===== config.mk =====
export PLATFORM = sky130hd
export DESIGN_NAME = jpmd_mul
export DESIGN_NICKNAME = d
export VERILOG_FILES = /design/src/hw/rtl/jpmd_mul.sv
export SDC_FILE = /design/constraint.sdc
export NUM_CORES = 2
export LEC_CHECK = 0
export ABC_AREA = 0
export BUFFER_PORTS_ARGS = -buffer_cell sky130_fd_sc_hd__buf_2
export CAP_MARGIN = 5
export CORE_ASPECT_RATIO = 0.8
export CORE_MARGIN = 1
export CORE_UTILIZATION = 30
export CTS_BUF_LIST = sky130_fd_sc_hd__clkbuf_16
export CTS_CLUSTER_SIZE = 16
export DETAILED_ROUTE_END_ITERATION = 8
export PLACE_DENSITY = 0.55
export SYNTH_ARGS = -nofsm -noshare
export SYNTH_HDL_FRONTEND = slang
export SYNTH_SLANG_ARGS = --single-unit

===== constraint.sdc =====
create_clock -name clk -period 16.98 [get_ports clk]
set_input_delay 0.849 -clock clk [delete_from_list [all_inputs] [get_ports clk]]
set_output_delay 0.849 -clock clk [all_outputs]
set_load 0.005 [all_outputs]

===== src/hw/rtl/jpmd_mul.sv =====
`timescale 1ns / 1ps
// ----------------------------------------------------------------------------
// jpmd_mul
// shared 32x32 unsigned multiplier with registered product
// ----------------------------------------------------------------------------
module jpmd_mul (
  input  logic        clk,
  input  logic [31:0] a,
  input  logic [31:0] b,
  output logic [63:0] prod
);

  logic [63:0] prod_next;

  assign prod_next = {32'd0, a} * {32'd0, b};

  always_ff @(posedge clk) begin
    prod <= prod_next;
  end

endmodule


## Word-level counts from Yosys, hierarchy flattened

Index checks and enable logic that the tools add are counted.

- $mul: 1

Operators with widths:

| cell | count |
|---|---|
| multiplier 32 x 32 -> 64 bit | 1 |

- Register bits: 64
- Input port bits: 65
- Output and inout bits: 64
- Word-level logic and storage cells: 2

## Depth between registers and ports, before layout

- Depth after elaboration: 1
- Depth in mapped cells: 29
- Gate-level depth less buffers: 27

## Worst setup path after synthesis

OpenSTA, ideal clock, no wires.

- Kind: input -> register
- Start point: input a[25]
- End point: register prod[62]
- Library setup time: 0.072 ns
- Arrival time: 7.525 ns
- Required time: 16.908 ns
- Path slack: 9.383 ns
- Cell stages on the path: 25
- Buffers on the path: 2
- Cell sequence: clkbuf_1 -> nand2_1 -> fa_1 -> inv_1 -> fa_1 -> inv_1 -> fa_1 -> inv_1 -> fa_1 -> fa_1 -> fa_1 -> fa_1 -> inv_1 -> fa_1 -> inv_1 -> ha_1 -> buf_2 -> nand4_1 -> or4_1 -> or3_1 -> a31oi_1 -> a31o_2 -> a211oi_1 -> o21ai_1 -> xor2_1

- Longest elaborated chain between the ends: 1

Ends and longest elaborated chain:

| what | RTL line | source |
|---|---|---|
| start, declared | 8 | `input logic [31:0] a,` |
| multiplier 32 x 32 -> 64 bit | 15 | `assign prod_next = {32'd0, a} * {32'd0, b};` |
| named net prod_next[62] | 13 | `logic [63:0] prod_next;` |
| end signal, assigned | 18 | `prod <= prod_next;` |
| end, declared | 10 | `output logic [63:0] prod` |

The timed path passes the listed nets, and every way through them passes these cells.

## Final worst setup path

- Start point: input b[9]
- End point: register prod[62]

- Longest elaborated chain between the ends: 1

Ends and longest elaborated chain:

| what | RTL line | source |
|---|---|---|
| start, declared | 9 | `input logic [31:0] b,` |
| multiplier 32 x 32 -> 64 bit | 15 |  |
| named net prod_next[62] | 13 |  |

The timed path passes the listed nets, and every way through them passes these cells.

==> impl_results.md <==
- Status: complete, no violations
- EDFF count, synth: 0
- Post-synth cell types: 56
- # DRC: 0
- Post-synthesis sequential area ratio: 3.700%
- Post-Syn Area: 34630 um^2
- Max-cap violations: 0
- Synth Area per Inst: 9.215 um^2
- Minimum clock period: 8.761 ns
- Die ar.: 116800 um^2
- GRT overflow: 0
- Final net count: 4900
- CTS Root Cell: clkbuf_16
- Area Growth Syn to Fin: 6.005%
- Post-synthesis mux area share: 0.02890%
- Seq cells post-synth: 64
- Total CTS buffers: 9
- Fillers: 12080
- Largest register FFs: 64
- Main combinational cell family by area after synthesis: adder cells
- Std cell rows: 111
- Worst-Margin Slew: 0.9640 ns
- DR WL/cell: 20.01 um
- Synth Instances: 3758
- Simple-gate portion of the synthesized area: 17.71%
- Vias in the first global route: 26580
- CP arrival: 9.07 ns
- Vias per cell: 4.716
- Hold Vio Cnt, Final: 0
- All-Layer GR Usage: 18.71%
- Die width: 381.9 um
- Clock sinks: 64
- CTS tree: yes
- Largest net degree at the start of global routing: 33
- DP Wirelength: 81870 um
- Post-synth top area share: 51.80%
- ANT nets after route: 0
- Worst setup margin: 8.219 ns
- Post-Route WL: 104200 um
- H-tree Lvls: 3
- Synthesis Warnings: 0
- Xor/xnor share of the synthesized area: 1.492%
- Die Ht: 305.9 um
- Top cells by area, synth: fa_1 52%, and2_1 11%, ha_1 9.5%, inv_1 9.4%, nand2_1 5.2%
- Cell taking the most area after synthesis: fa_1
- Initial antenna violation count: 6
- Most flops, register: prod
- Async SR Flop Fraction: 0%
- Final setup violation count: 0
- Port buffer count: 128
- Largest registers: prod: 64 flops
- Crit path kind: primary input to flop
- Primary FF master, synth: dfxtp_1
- Worst slack, placed: 7.896 ns
- Hold-fix buffers, CTS: 0
- Fraction of final layout cells sized beyond drive strength 1: 4.374%
- Hold WC Path Type: primary input to flop
- Initial core utilization: 30.26%
- Iteration-0 DRC Markers: 1614
- I/O pin cnt: 129
- N_diodes: 0
- Clock-pin slew on the worst setup and hold paths: 0.07 ns
- First-pass GRT wire length: 165400 um
- Syn nets: 4982
- Final GP Congestion: 0.8735
- Crit-path max FO: 32
- Clock tree buffer depth: 2
- CTS resizes: 0
- RSZ-0062 raised after global routing: no
- CP startpoint kind: primary input
- FMAX: 0.1141 GHz
- Slew Limit Fails: 0
- Via count: 24550
- Adder-Cell Fraction of Synth Area: 61.30%
- Core region area: 114400 um^2
- Required time worst endpoint: 17.28 ns
- Crit share post-route: 51.59%
- Hold Slack: 1.097 ns
- Setup TNS: 0 ns
- First-pass iteration count of the detailed router: 6
- Slew Limit Headroom: 35.74%
- Compound-gate portion of the synthesized area: 3.917%
- Post-CTS setup repair buffer count: 0
- Worst Setup End Kind: flop
## synthesized netlist by cell type (3+ instances only)
cell type / n
or4_1: 3
ha_1: 263
nand2_1: 478
inv_1: 863
nor3_1: 5
a311oi_1: 3
a21o_1: 37
a21boi_0: 3
o21a_1: 8
a211oi_1: 4
nand4_1: 24
o221ai_1: 3
buf_2: 9
a221o_1: 4
clkbuf_1: 215
and4_1: 4
nor2_1: 21
a31oi_1: 11
nand3_1: 12
or3_1: 5
xnor2_1: 33
fa_1: 896
xor2_1: 26
a21oi_1: 68
or2_2: 3
o211ai_1: 3
o21ai_0: 28
dfxtp_1: 64
and3_1: 14
and2_1: 603
o21bai_1: 10
## worst max-delay path, cell delays in order
cell	delay (ns)
buf_2	0.68
and2_1	0.26
fa_1	0.45
fa_1	0.55
inv_1	0.06
fa_1	0.54
inv_1	0.05
fa_1	0.49
inv_1	0.06
fa_1	0.44
inv_1	0.10
fa_1	0.44
fa_1	0.50
inv_1	0.05
fa_1	0.48
inv_1	0.04
ha_1	0.43
nand4_1	0.25
or4_1	0.48
or3_1	0.38
a31oi_1	0.61
a31o_2	0.33
a211oi_1	0.13
o21ai_1	0.20
xor2_1	0.17
## layout by cell type (no fill, tap or decap), types with 4 or more instances in the layout
cell,n
or3_1,5
nor2_1,21
inv_1,863
and4_1,4
a21oi_1,68
ha_1,263
a21o_1,37
o21a_1,8
clkbuf_16,9
xnor2_1,33
a221o_1,4
a211oi_1,4
and2_1,603
o21ai_0,28
a31oi_1,11
nand4_1,24
fa_1,896
nand2_1,478
nor3_1,5
dfxtp_1,64
nand3_1,12
buf_2,128
buf_4,6
o21bai_1,10
and3_1,14
xor2_1,26
## path summary, 6_finish.rpt
path              slack (ns)       end  from  depth (start not counted)
setup / recovery        8.22  prod[62]  b[9]                         25
hold / removal          1.10   prod[0]  a[0]                          3
## kinds of logic (layout without fill, tap and decap cells)
logic type                 after synthesis  after routing
buffers and inverters                 1090           1013
muxes                                    1              1
and+or+nand+nor                       1180           1180
adders and majority gates             1159           1159
xor gates and xnor gates                59             59
DFF                                     64             64
AOI/OAI and AO/OA                      205            205
## area by class of cell
cell class | count | area (um^2) | share of cell area [%]
sequential | 64 | 1281 | 3.490
tap | 1525 | 1908 | 5.198
inverter | 863 | 3239 | 8.824
clock buffer | 9 | 225.2 | 0.6135
clock inverter | 7 | 125.1 | 0.3408
timing repair buffer | 134 | 685.7 | 1.868
multi-input combinational | 2604 | 29240 | 79.67
## per-stage QoR
stage	util [%]	instance area [um^2]	std cells
2_1_floorplan	-	34630	3758
3_3_place_gp	31.77	36360	5190
3_5_place_dp	31.77	36360	5190
4_1_cts	32.08	36710	5206
5_1_grt	32.08	36710	5206
6_report	32.08	36710	5206
## per-layer routing
layer | up-vias | share of wire, % | GRT usage (%)
li1 | 10700 | - | -
met1 | 12820 | 47 | 28.33
met2 | 947 | 41 | 26.25
met3 | 76 | 10 | 5.589
met4 | 4 | 1.3 | 3.005
met5 | - | 0.12 | 0.6584
Power is not shown: default switching activity piles up to over one toggle a cycle in this logic, so the estimate is an artifact.
