### config.mk
export PLATFORM = sky130hd
export DESIGN_NAME = jpmd_div100
export DESIGN_NICKNAME = d
export VERILOG_FILES = /design/src/hw/rtl/jpmd_pkg.sv /design/src/hw/rtl/jpmd_div100.sv
export SDC_FILE = /design/constraint.sdc
export NUM_CORES = 1
export LEC_CHECK = 0
export ABC_AREA = 0
export BUFFER_PORTS_ARGS = -buffer_cell sky130_fd_sc_hd__buf_2
export CELL_PAD_IN_SITES_DETAIL_PLACEMENT = 0
export CELL_PAD_IN_SITES_GLOBAL_PLACEMENT = 1
export CORE_ASPECT_RATIO = 0.7
export CORE_MARGIN = 5
export CORE_UTILIZATION = 38
export CTS_BUF_LIST = sky130_fd_sc_hd__clkbuf_4 sky130_fd_sc_hd__clkbuf_8 sky130_fd_sc_hd__clkbuf_16
export CTS_CLUSTER_DIAMETER = 120
export CTS_CLUSTER_SIZE = 16
export DETAILED_ROUTE_END_ITERATION = 16
export GPL_ROUTABILITY_DRIVEN = 0
export PLACE_DENSITY = 0.71
export SLEW_MARGIN = 40
export SYNTH_ARGS = -nofsm -noshare
export SYNTH_HDL_FRONTEND = slang
export SYNTH_SLANG_ARGS = --single-unit
### constraint.sdc
create_clock -name clk -period 22.9 [get_ports clk]
set_clock_uncertainty 0.05 [all_clocks]
set_input_delay 4.58 -clock clk [delete_from_list [all_inputs] [get_ports clk]]
set_output_delay 4.58 -clock clk [all_outputs]
set_load 0.01 [all_outputs]
### src/hw/rtl/jpmd_pkg.sv
`timescale 1ns / 1ps
// ----------------------------------------------------------------------------
// jpmd_pkg
// shared types, register codes and fixed-point constants of the joint drive
// ----------------------------------------------------------------------------
package jpmd_pkg;

  // joints and encoder preset (defaults of top-level parameters)
  localparam int          JOINTS_DEF       = 5;
  localparam logic [31:0] COUNT_PRESET_DEF = 32'h1000_0000;

  // configuration registers
  localparam int SCALE_REGS = 5;
  localparam int SIDX_W     = $clog2(SCALE_REGS);
  localparam int CFG_IDX_W  = 3;

  localparam logic [CFG_IDX_W-1:0] REG_SCALE_ONE   = 3'd0;
  localparam logic [CFG_IDX_W-1:0] REG_SCALE_TWO   = 3'd1;
  localparam logic [CFG_IDX_W-1:0] REG_SCALE_THREE = 3'd2;
  localparam logic [CFG_IDX_W-1:0] REG_SCALE_FOUR  = 3'd3;
  localparam logic [CFG_IDX_W-1:0] REG_SCALE_FIVE  = 3'd4;
  localparam logic [CFG_IDX_W-1:0] REG_KP          = 3'd5;
  localparam logic [CFG_IDX_W-1:0] REG_KI          = 3'd6;

  localparam logic [31:0] KP_RESET = 32'd33554432;
  localparam logic [31:0] KI_RESET = 32'd50332;

  // joint whose direction pair is wired the other way round
  localparam logic [2:0] INVERTED_JOINT = 3'd4;

  localparam logic [15:0] DIR_RESET = 16'hFFFF;

  // dac mapping: offset = |v| / 24576 = (|v| >> 13) / 3, clamped to span
  localparam int          DAC_SHIFT    = 13;
  localparam logic [15:0] DAC_ZERO     = 16'd32768;
  localparam logic [14:0] DAC_SPAN     = 15'd16384;
  localparam logic [15:0] DAC_CLAMP_X  = 16'd49152;
  localparam logic [31:0] RECIP3       = 32'd43691;
  localparam int          RECIP3_SHIFT = 17;

  // integral scaling: sample period of 0.01 s is a divide by 100
  localparam int DIV_BY    = 100;
  localparam int DIV_W     = 64;
  localparam int DIV_DIGIT = 4;
  localparam int DIV_REM_W = $clog2(DIV_BY);

  typedef struct packed {
    logic [2:0]         joint;
    logic [31:0]        encoder_count;
    logic signed [31:0] target_angle;
  } in_word_t;

  typedef struct packed {
    logic [15:0]        dac_code;
    logic [15:0]        direction_word;
    logic signed [31:0] measured_angle;
  } out_word_t;

  function automatic logic [31:0] scale_reset(input logic [SIDX_W-1:0] idx);
    logic [31:0] r;
    case (idx)
      REG_SCALE_ONE[SIDX_W-1:0]:   r = 32'd98956047;
      REG_SCALE_TWO[SIDX_W-1:0]:   r = 32'd59357268;
      REG_SCALE_THREE[SIDX_W-1:0]: r = 32'd89960042;
      REG_SCALE_FOUR[SIDX_W-1:0]:  r = 32'd109951163;
      REG_SCALE_FIVE[SIDX_W-1:0]:  r = 32'd229873744;
      default:                     r = 32'd0;
    endcase
    return r;
  endfunction

endpackage

### src/hw/rtl/jpmd_div100.sv
`timescale 1ns / 1ps
// ----------------------------------------------------------------------------
// jpmd_div100
// digit-serial divide by the sample-rate constant, four quotient bits a cycle
// ----------------------------------------------------------------------------
module jpmd_div100 (
  input  logic                         clk,
  input  logic                         rst,
  input  logic                         start,
  input  logic [jpmd_pkg::DIV_W-1:0]   dividend,
  output logic [jpmd_pkg::DIV_W-1:0]   quotient,
  output logic                         done
);

  localparam int W     = jpmd_pkg::DIV_W;
  localparam int DG    = jpmd_pkg::DIV_DIGIT;
  localparam int RW    = jpmd_pkg::DIV_REM_W;
  localparam int STEPS = W / DG;
  localparam int CNT_W = $clog2(STEPS);
  localparam logic [RW:0] DIVISOR = (RW + 1)'(jpmd_pkg::DIV_BY);

  logic [W-1:0]     dvd;
  logic [RW-1:0]    rem;
  logic [CNT_W-1:0] cnt;
  logic             busy;
  logic [RW-1:0]    rem_next;
  logic [DG-1:0]    qbits;
  logic [RW:0]      trial;

  // restoring steps, one per quotient bit
  always_comb begin
    rem_next = rem;
    qbits    = '0;
    trial    = '0;
    for (int k = 0; k < DG; k++) begin
      trial = {rem_next, dvd[W-1-k]};
      if (trial >= DIVISOR) begin
        trial        = trial - DIVISOR;
        qbits[DG-1-k] = 1'b1;
      end
      rem_next = trial[RW-1:0];
    end
  end

  always_ff @(posedge clk) begin
    if (rst) begin
      busy <= 1'b0;
      done <= 1'b0;
      cnt  <= '0;
    end else begin
      done <= 1'b0;
      if (start) begin
        dvd      <= dividend;
        quotient <= '0;
        rem      <= '0;
        cnt      <= CNT_W'(STEPS - 1);
        busy     <= 1'b1;
      end else if (busy) begin
        dvd      <= {dvd[W-DG-1:0], {DG{1'b0}}};
        quotient <= {quotient[W-DG-1:0], qbits};
        rem      <= rem_next;
        if (cnt == '0) begin
          busy <= 1'b0;
          done <= 1'b1;
        end else begin
          cnt <= cnt - 1'b1;
        end
      end
    end
  end

endmodule

; Word-level counts from Yosys, hierarchy flattened
; Cells that the tools add are included.
[totals]
elab_cells = 42
ff_bits = 141
out_inout_bits = 65
inputBits = 67
[op_classes]
magnitude_cmp = 4
n_eq_ne = 1
bitwise_logic = 2
n_mux = 19
add_sub_neg = 5
n_reduce_logical = 5
[op_table]
columns = cell, count
row1 = $mux W64, 3
row2 = $mux W7, 5
row3 = $ge A8 B7 Y1 const B, 4
row4 = $sub A7 B7 Y7 const B, 4
row5 = $mux W4, 3
row6 = $mux W1, 8
row7 = $logic_not A4 Y1, 1
row8 = $reduce_and A2 Y1, 2
row9 = $sub A4 B1 Y4 const B, 1
row10 = $reduce_or A3 Y1, 1
row11 = $ne A2 B2 Y1 const B, 1
row12 = $not A1 Y1, 2
row13 = $reduce_bool A2 Y1, 1

; Longest topological paths before layout
; Gate-level depths: netlist of the first run.
[logic_depth]
ltp_word = 9
mapped_depth = 23
mapped_depth_nobuf = 22

; Worst setup path after synthesis of the first run
; OpenSTA, ideal clock, no wires.
[synth_timing]
kind = in2reg
startpoint = input port start
endpoint = register dvd[0], enable pin
t_arrival_ps = 10854
slack_ps = 11361
stages = 5
cell_sequence = clkbuf_1 -> buf_6 -> buf_6 -> nor2_1 -> nor2_1
[synth_between]
elab_chain_len = 2
[synth_lines]
columns = item, line
row1 = start: declaration, jpmd_div100.sv:9  ; input logic start,
row2 = $reduce_bool A2 Y1 (no source line), n/a
row3 = $reduce_and A2 Y1 (no source line), n/a
row4 = end signal: assignment, jpmd_div100.sv:53  ; dvd <= dividend;
row5 = end signal: assignment, jpmd_div100.sv:59  ; dvd <= {dvd[W-DG-1:0], {DG{1'b0}}};
row6 = end: declaration, jpmd_div100.sv:22  ; logic [W-1:0] dvd;
; No other way between the ends.
; A chain may end at the register's enable or synchronous reset.

; Worst setup path in the final report of the first run
[layout_timing]
startpoint = input port start
endpoint = register dvd[8], enable pin
; The elaborated chain is that of the path after synthesis.

==> flow_summary.json, run 1 <==
{
  "path_class": "input port to flip-flop",
  "hp-start": "dvd[11]",
  "clockRootBuffer": "clkbuf_16",
  "setup_tns_ns": 0,
  "core_area_mm2": 0.0164,
  "synth_nets": 515,
  "fin_crit_ns": 6.81,
  "rsz0062_at_grt": "no",
  "hpwlAfterDp_um": 9890,
  "grt_first_pass_wirelength_um": 21300,
  "cp_top_family": "buffers and inverters",
  "worst-path-stages": 6,
  "min_to": "dvd[15]",
  "overflow": 0,
  "whs_ns": 0.498,
  "ir_drop_mv": 0.0578,
  "crit_start": "start",
  "ys_seq_area_share_pct": 65.2,
  "drtIter0Drc": 230,
  "hold_viol_final": 0,
  "holdCritPathClass": "flip-flop to flip-flop",
  "max_freq_mhz": 147,
  "cts_buffers": 17,
  "cp_cell_sequence": "buf_4, buf_12, nor2_1, nor2_4, buf_6, buf_4",
  "critPathRequiredTime_ns": 22.89,
  "port_buffers": 131,
  "clock_latency_ns": 0.41,
  "fin_area_mm2": 0.00795,
  "powerDensity_mw_per_mm2": 114,
  "vias": 4063,
  "setup_viol": 0,
  "grt_use_met2_pct": 19.6,
  "via_per_inst": 4.96,
  "cp_slowest_stage_delay_ns": 0.68,
  "clk_pin_slew_worst_paths_ns": 0.06,
  "grt_pass1_vias": 4023,
  "grt.busiest_layer": "met2",
  "reg2reg_to": "rem[6]",
  "syn_area_per_cell_um2": 14.5,
  "finalWirelength_um": 14000,
  "netlist_instances": 442,
  "crit_path_frequent_cell": "buf_4",
  "cts_tree": "built",
  "avgRoutedWirePerCell_um": 17.1,
  "whs_path_depth": 1,
  "start_util_pct": 38.9,
  "fill_cells": 1489,
  "leakage_uw": 0.00303,
  "ff2ff_path_depth": 22,
  "cts_resized": 0,
  "synth-seq-cells": 141,
  "die_w_um": 165,
  "areaGrowthSynthToFinish_pct": 24.1,
  "htree_levels": 4,
  "end_kind": "flip-flop",
  "cp-start-kind": "input port",
  "post_cts_buffers": 0,
  "rrSetupSlack_ns": 17.41,
  "arrival_ns": 6.80,
  "die_h_um": 119,
  "grt_max_degree": 85,
  "worstMarginPinSlew_ns": 0.789,
  "detail_route.first_pass.iterations": 4,
  "use_met1_pct": 19.5,
  "num_io_pins": 132,
  "relSlewSlack_pct": 47.4,
  "hold_buffers": 0,
  "drcViolationCount": 0,
  "clockBufferDepth": 2,
  "grt_use_total_pct": 14.1,
  "fin_crit_sh_pct": 29.8,
  "cp_max_fo": 84,
  "r2r_start": "rem[1]",
  "status": "finished clean",
  "core.rowCount": 39,
  "cts_num_sinks": 141,
  "synth_cell_types": 57,
  "worst-path-buf-inv": 4,
  "nNetsFinal": 653,
  "dieArea_mm2": 0.0196,
  "syn_area_mm2": 0.00640,
  "antenna_found_initial": 5,
  "drive_gt1_share_pct": 41.7,
  "final_antenna_net_count": 0,
  "dpl_cell_area_mm2": 0.00731,
  "slew_violations": 0,
  "grt_use_met3_pct": 6.89,
  "maxCapViolations": 0,
  "synth_warnings": 0,
  "cp_slowest_cell": "buf_4"
}
cell type report:
type	count	area [µm²]	share of cell area [%]
tap	225	282	3.54
timing repair buffer	135	704	8.87
clock inverter	13	189	2.38
clock buffer	19	440	5.54
sequential	141	4170	52.5
multi-input combinational	274	2110	26.6
inverter	11	41.3	0.520
antenna	1	2.50	0.0315
metrics by stage:
stage / setup WS (ns) / util (%) / power, µW / cells
3_3_place_gp: 15.33 / 44.3 / 611 / 785
2_1_floorplan: 11.36 / - / 552 / 442
5_1_grt: 15.95 / 48.3 / 959 / 818
6_report: 16.09 / 48.3 / 909 / 819
3_5_place_dp: 15.67 / 44.5 / 620 / 786
4_1_cts: 16.09 / 48.3 / 912 / 818
cells in the final DEF (no fill, tap or decap), drive strengths merged, types with 9 or more instances in the layout:
master and count:
a21oi 16, buf 135, clkbuf 19, edfxtp 135, inv 13, mux2 64, nand2 17, nand3 9
nor2 15, nor2b 64
power by group:
part | leakage, µW | switching [µW] | internal (µW)
clock network | 0.000305 | 104 | 185
logic | 0.00137 | 171 | 116
registers | 0.00136 | 17.1 | 315
total | 0.00303 | 292 | 617
cell usage after synthesis (all sizes together):
| cell type | number | area (µm²) |
|---|---|---|
| o211a | 1 | 10.0 |
| o2111ai | 2 | 17.5 |
| nand2b | 2 | 12.5 |
| o32a | 1 | 10.0 |
| o311a | 2 | 20.0 |
| or3 | 5 | 31.3 |
| mux2 | 64 | 724 |
| or3b | 1 | 11.3 |
| o22ai | 1 | 12.5 |
| nor3b | 4 | 30.0 |
| nor3 | 4 | 20.0 |
| a21o | 4 | 31.3 |
| nor2b | 64 | 400 |
| edfxtp | 135 | 4050 |
| ha | 6 | 75.1 |
| a22oi | 2 | 15.0 |
| and2 | 8 | 51.3 |
| a31oi | 3 | 25.0 |
| o21a | 1 | 7.51 |
| xnor2 | 4 | 35.0 |
| nand4 | 3 | 18.8 |
| nand2 | 17 | 63.8 |
| nor4 | 1 | 6.26 |
| and3 | 2 | 12.5 |
| or2 | 2 | 12.5 |
| a211oi | 6 | 60.1 |
| nor4b | 1 | 8.76 |
| a21oi | 16 | 83.8 |
| inv | 11 | 41.3 |
| a32oi | 1 | 8.76 |
| o31ai | 5 | 51.3 |
| clkbuf | 11 | 41.3 |
| a22o | 1 | 8.76 |
| dfxtp | 6 | 120 |
| a211o | 3 | 27.5 |
| o221a | 1 | 11.3 |
| buf | 5 | 41.3 |
| o211ai | 1 | 7.51 |
| a32o | 1 | 10.0 |
| mux2i | 2 | 20.0 |
| o21ai | 6 | 30.0 |
| nand3 | 9 | 50.1 |
| and2b | 2 | 16.3 |
| nor2 | 15 | 56.3 |
worst register-to-register path: cells and delay by family, from the launching register on:
family / cells / cell delay (ns)
DFF: 1 / 0.50
xor gates and xnor gates: 1 / 0.21
buffers and inverters: 4 / 0.41
adders and majority gates: 4 / 0.93
AOI/OAI and AO/OA: 6 / 1.53
and+or+nand+nor: 7 / 1.69
flip-flops by register name (all words and copies together) (netlist names):
register / cells
done: 1
busy: 1
quotient: 64
cnt: 4
dvd: 64
rem: 7
metal layers:
metal | up-vias | wire (µm) | share of wire (%)
li1 | 1945 | - | -
met1 | 1933 | 6510 | 46
met2 | 152 | 5870 | 42
met3 | 23 | 1420 | 10
met4 | 10 | 172 | 1.2
met5 | - | 54 | 0.39
worst max path at each step:
stage,to
after floorplan,dvd[0]
after global placement,dvd[1]
after detailed placement,dvd[1]
after CTS,dvd[58]
after global routing,dvd[27]
final,dvd[8]
cell families after synthesis:
kind of cell / after synthesis / share of synthesized area [%]
AOI/OAI and AO/OA: 58 / 7.00
buffers and inverters: 27 / 1.93
xor gates and xnor gates: 4 / 0.547
and+or+nand+nor: 140 / 12.5
muxes: 66 / 11.6
DFF: 141 / 65.2
adders and majority gates: 6 / 1.17
Note: power is estimated with default switching activity, not from simulation.
==> inputs of run 2 (changes only) <==
clock period = 6.5 ns   (was 22.9 ns; I/O delays follow)
==> run 2 against run 1 <==
  * Register-to-register slack got worse by 16 ns
  * Largest cell class unchanged
  * First-iteration DRC count increased by 50%
  * Critical path depth grew 16
==> flow_summary.json, run 2 (synthesis gave the netlist of run 1 again) <==
{
  "status": "finished clean",
  "die_w_um": 165,
  "p_clk_share_pct": 30.0,
  "leakage_uw": 0.00299,
  "dieArea_mm2": 0.0196,
  "die_h_um": 119,
  "use_met1_pct": 17.3,
  "p_comb_share_pct": 32.7,
  "core_area_mm2": 0.0164,
  "grt_pass1_vias": 4035,
  "rsz0062_at_grt": "no",
  "hold_buffers": 0,
  "post_cts_buffers": 0,
  "grt_use_met2_pct": 19.3,
  "areaGrowthSynthToFinish_pct": 23.0,
  "drtIter0Drc": 346,
  "p_sw_uw": 1040,
  "start_util_pct": 38.9,
  "end_kind": "flip-flop",
  "setup_tns_ns": 0,
  "drcViolationCount": 0,
  "relSlewSlack_pct": 50.9,
  "drive_gt1_share_pct": 41.4,
  "cp_max_fo": 7,
  "ir_drop_mv": 0.171,
  "fin_crit_ns": 5.48,
  "num_io_pins": 132,
  "slew_violations": 0,
  "hold_viol_final": 0,
  "grt_first_pass_wirelength_um": 20700,
  "clockBufferDepth": 2,
  "cts_num_sinks": 141,
  "holdCritPathClass": "flip-flop to flip-flop",
  "fill_cells": 1477,
  "dpl_cell_area_mm2": 0.00729,
  "intPower_uw": 2080,
  "antenna_found_initial": 6,
  "switching_share_pct": 33.3,
  "setup_viol": 0,
  "max_freq_mhz": 183,
  "grt_use_met3_pct": 7.38,
  "finalWirelength_um": 13500,
  "layout_commonest_cell": "edfxtp_1",
  "htree_levels": 4,
  "totalPowerFinal_uw": 3120,
  "fin_area_mm2": 0.00788,
  "grt.busiest_layer": "met2",
  "clockRootBuffer": "clkbuf_16",
  "grt_max_degree": 129,
  "hpwlAfterDp_um": 9290,
  "critPathRequiredTime_ns": 6.67,
  "detail_route.first_pass.iterations": 4,
  "overflow": 0,
  "cts_resized": 0,
  "mostFrequentLayoutCells": "edfxtp_1 (135), buf_2 (130), nor2b_1 (64)",
  "worstMarginPinSlew_ns": 0.737,
  "avgRoutedWirePerCell_um": 16.5,
  "fin_crit_sh_pct": 84.3,
  "grt_use_total_pct": 13.5,
  "arrival_ns": 5.65,
  "cts_buffers": 17,
  "clock_latency_ns": 0.41,
  "powerDensity_mw_per_mm2": 396,
  "maxCapViolations": 0,
  "nNetsFinal": 651,
  "path_class": "flip-flop to flip-flop",
  "final_antenna_net_count": 0,
  "clk_pin_slew_worst_paths_ns": 0.06,
  "power.share.sequential_pct": 37.3,
  "cp-start-kind": "flip-flop",
  "core.rowCount": 39,
  "vias": 4072,
  "port_buffers": 131,
  "cts_tree": "built",
  "via_per_inst": 4.98,
  "reg_top3": "dvd (64), quotient (64), rem (7)",
  "rrSetupSlack_ns": 1.02
}
run 2: cell types whose count changed in the layout (fill, tap and decap cells not counted):
cell,before,now
buf_4,3,1
bufinv_16,4,2
clkbuf_4,2,0
clkinv_2,2,4
diode_2,1,2
clkinvlp_4,2,3
run 2: worst max-delay path: stages, from the launching register on:
cell and delay, ns:
edfxtp_1 0.50, inv_1 0.10, ha_1 0.23, nor3b_1 0.39, a21oi_2 0.16, xnor2_1 0.20, ha_1 0.26, and3_1 0.23
o311a_1 0.38, a31oi_2 0.37, inv_1 0.12, ha_1 0.26, nand2_1 0.09, a21oi_1 0.07, or2_1 0.33, o31ai_1 0.30
or2_2 0.20, inv_1 0.06, ha_1 0.20, inv_1 0.12, nor2_1 0.09, or3_1 0.35, a211oi_1 0.26
run 2: cell type report:
| type | instances | area [µm²] | area share [%] |
|---|---|---|---|
| Inverter | 11 | 41.3 | 0.524 |
| Sequential cell | 141 | 4170 | 53.0 |
| Clock buffer | 17 | 425 | 5.40 |
| Tap cell | 225 | 282 | 3.57 |
| Clock inverter | 14 | 146 | 1.86 |
| Timing Repair Buffer | 133 | 689 | 8.75 |
| Multi-Input combinational cell | 274 | 2110 | 26.8 |
| Antenna cell | 2 | 5.00 | 0.0636 |
run 2: worst paths after layout:
kind,start,end,cells past startpoint
hold / removal,busy,done,2
setup reg to reg,rem[1],rem[6],22
setup / recovery,rem[1],rem[6],22
hold reg to reg,busy,done,2
run 2: stage by stage:
stage	worst slack, ns	std cells	utilization (%)	hold WS, ns
global route	0.678	816	47.9	0.512
CTS	1.10	815	47.8	0.481
finish	1.02	817	47.9	0.482
global placement	1.40	784	44.4	0.472
floorplan	0.607	442	-	0.436
detailed placement	1.13	784	44.4	0.474
run 2: per-layer routing:
metal	vias to the layer above	part of all wire, %
li1	1941	-
met1	1933	43
met2	154	42
met3	34	12
met4	10	1.8
met5	-	0.43
run 2: power groups by stage:
stage	combinational [µW]	clock, µW	sequential, µW
floorplan	753	0	1190
global placement	976	0	1180
detailed placement	994	0	1180
CTS	998	959	1160
global route	1100	996	1180
finish	1020	936	1160
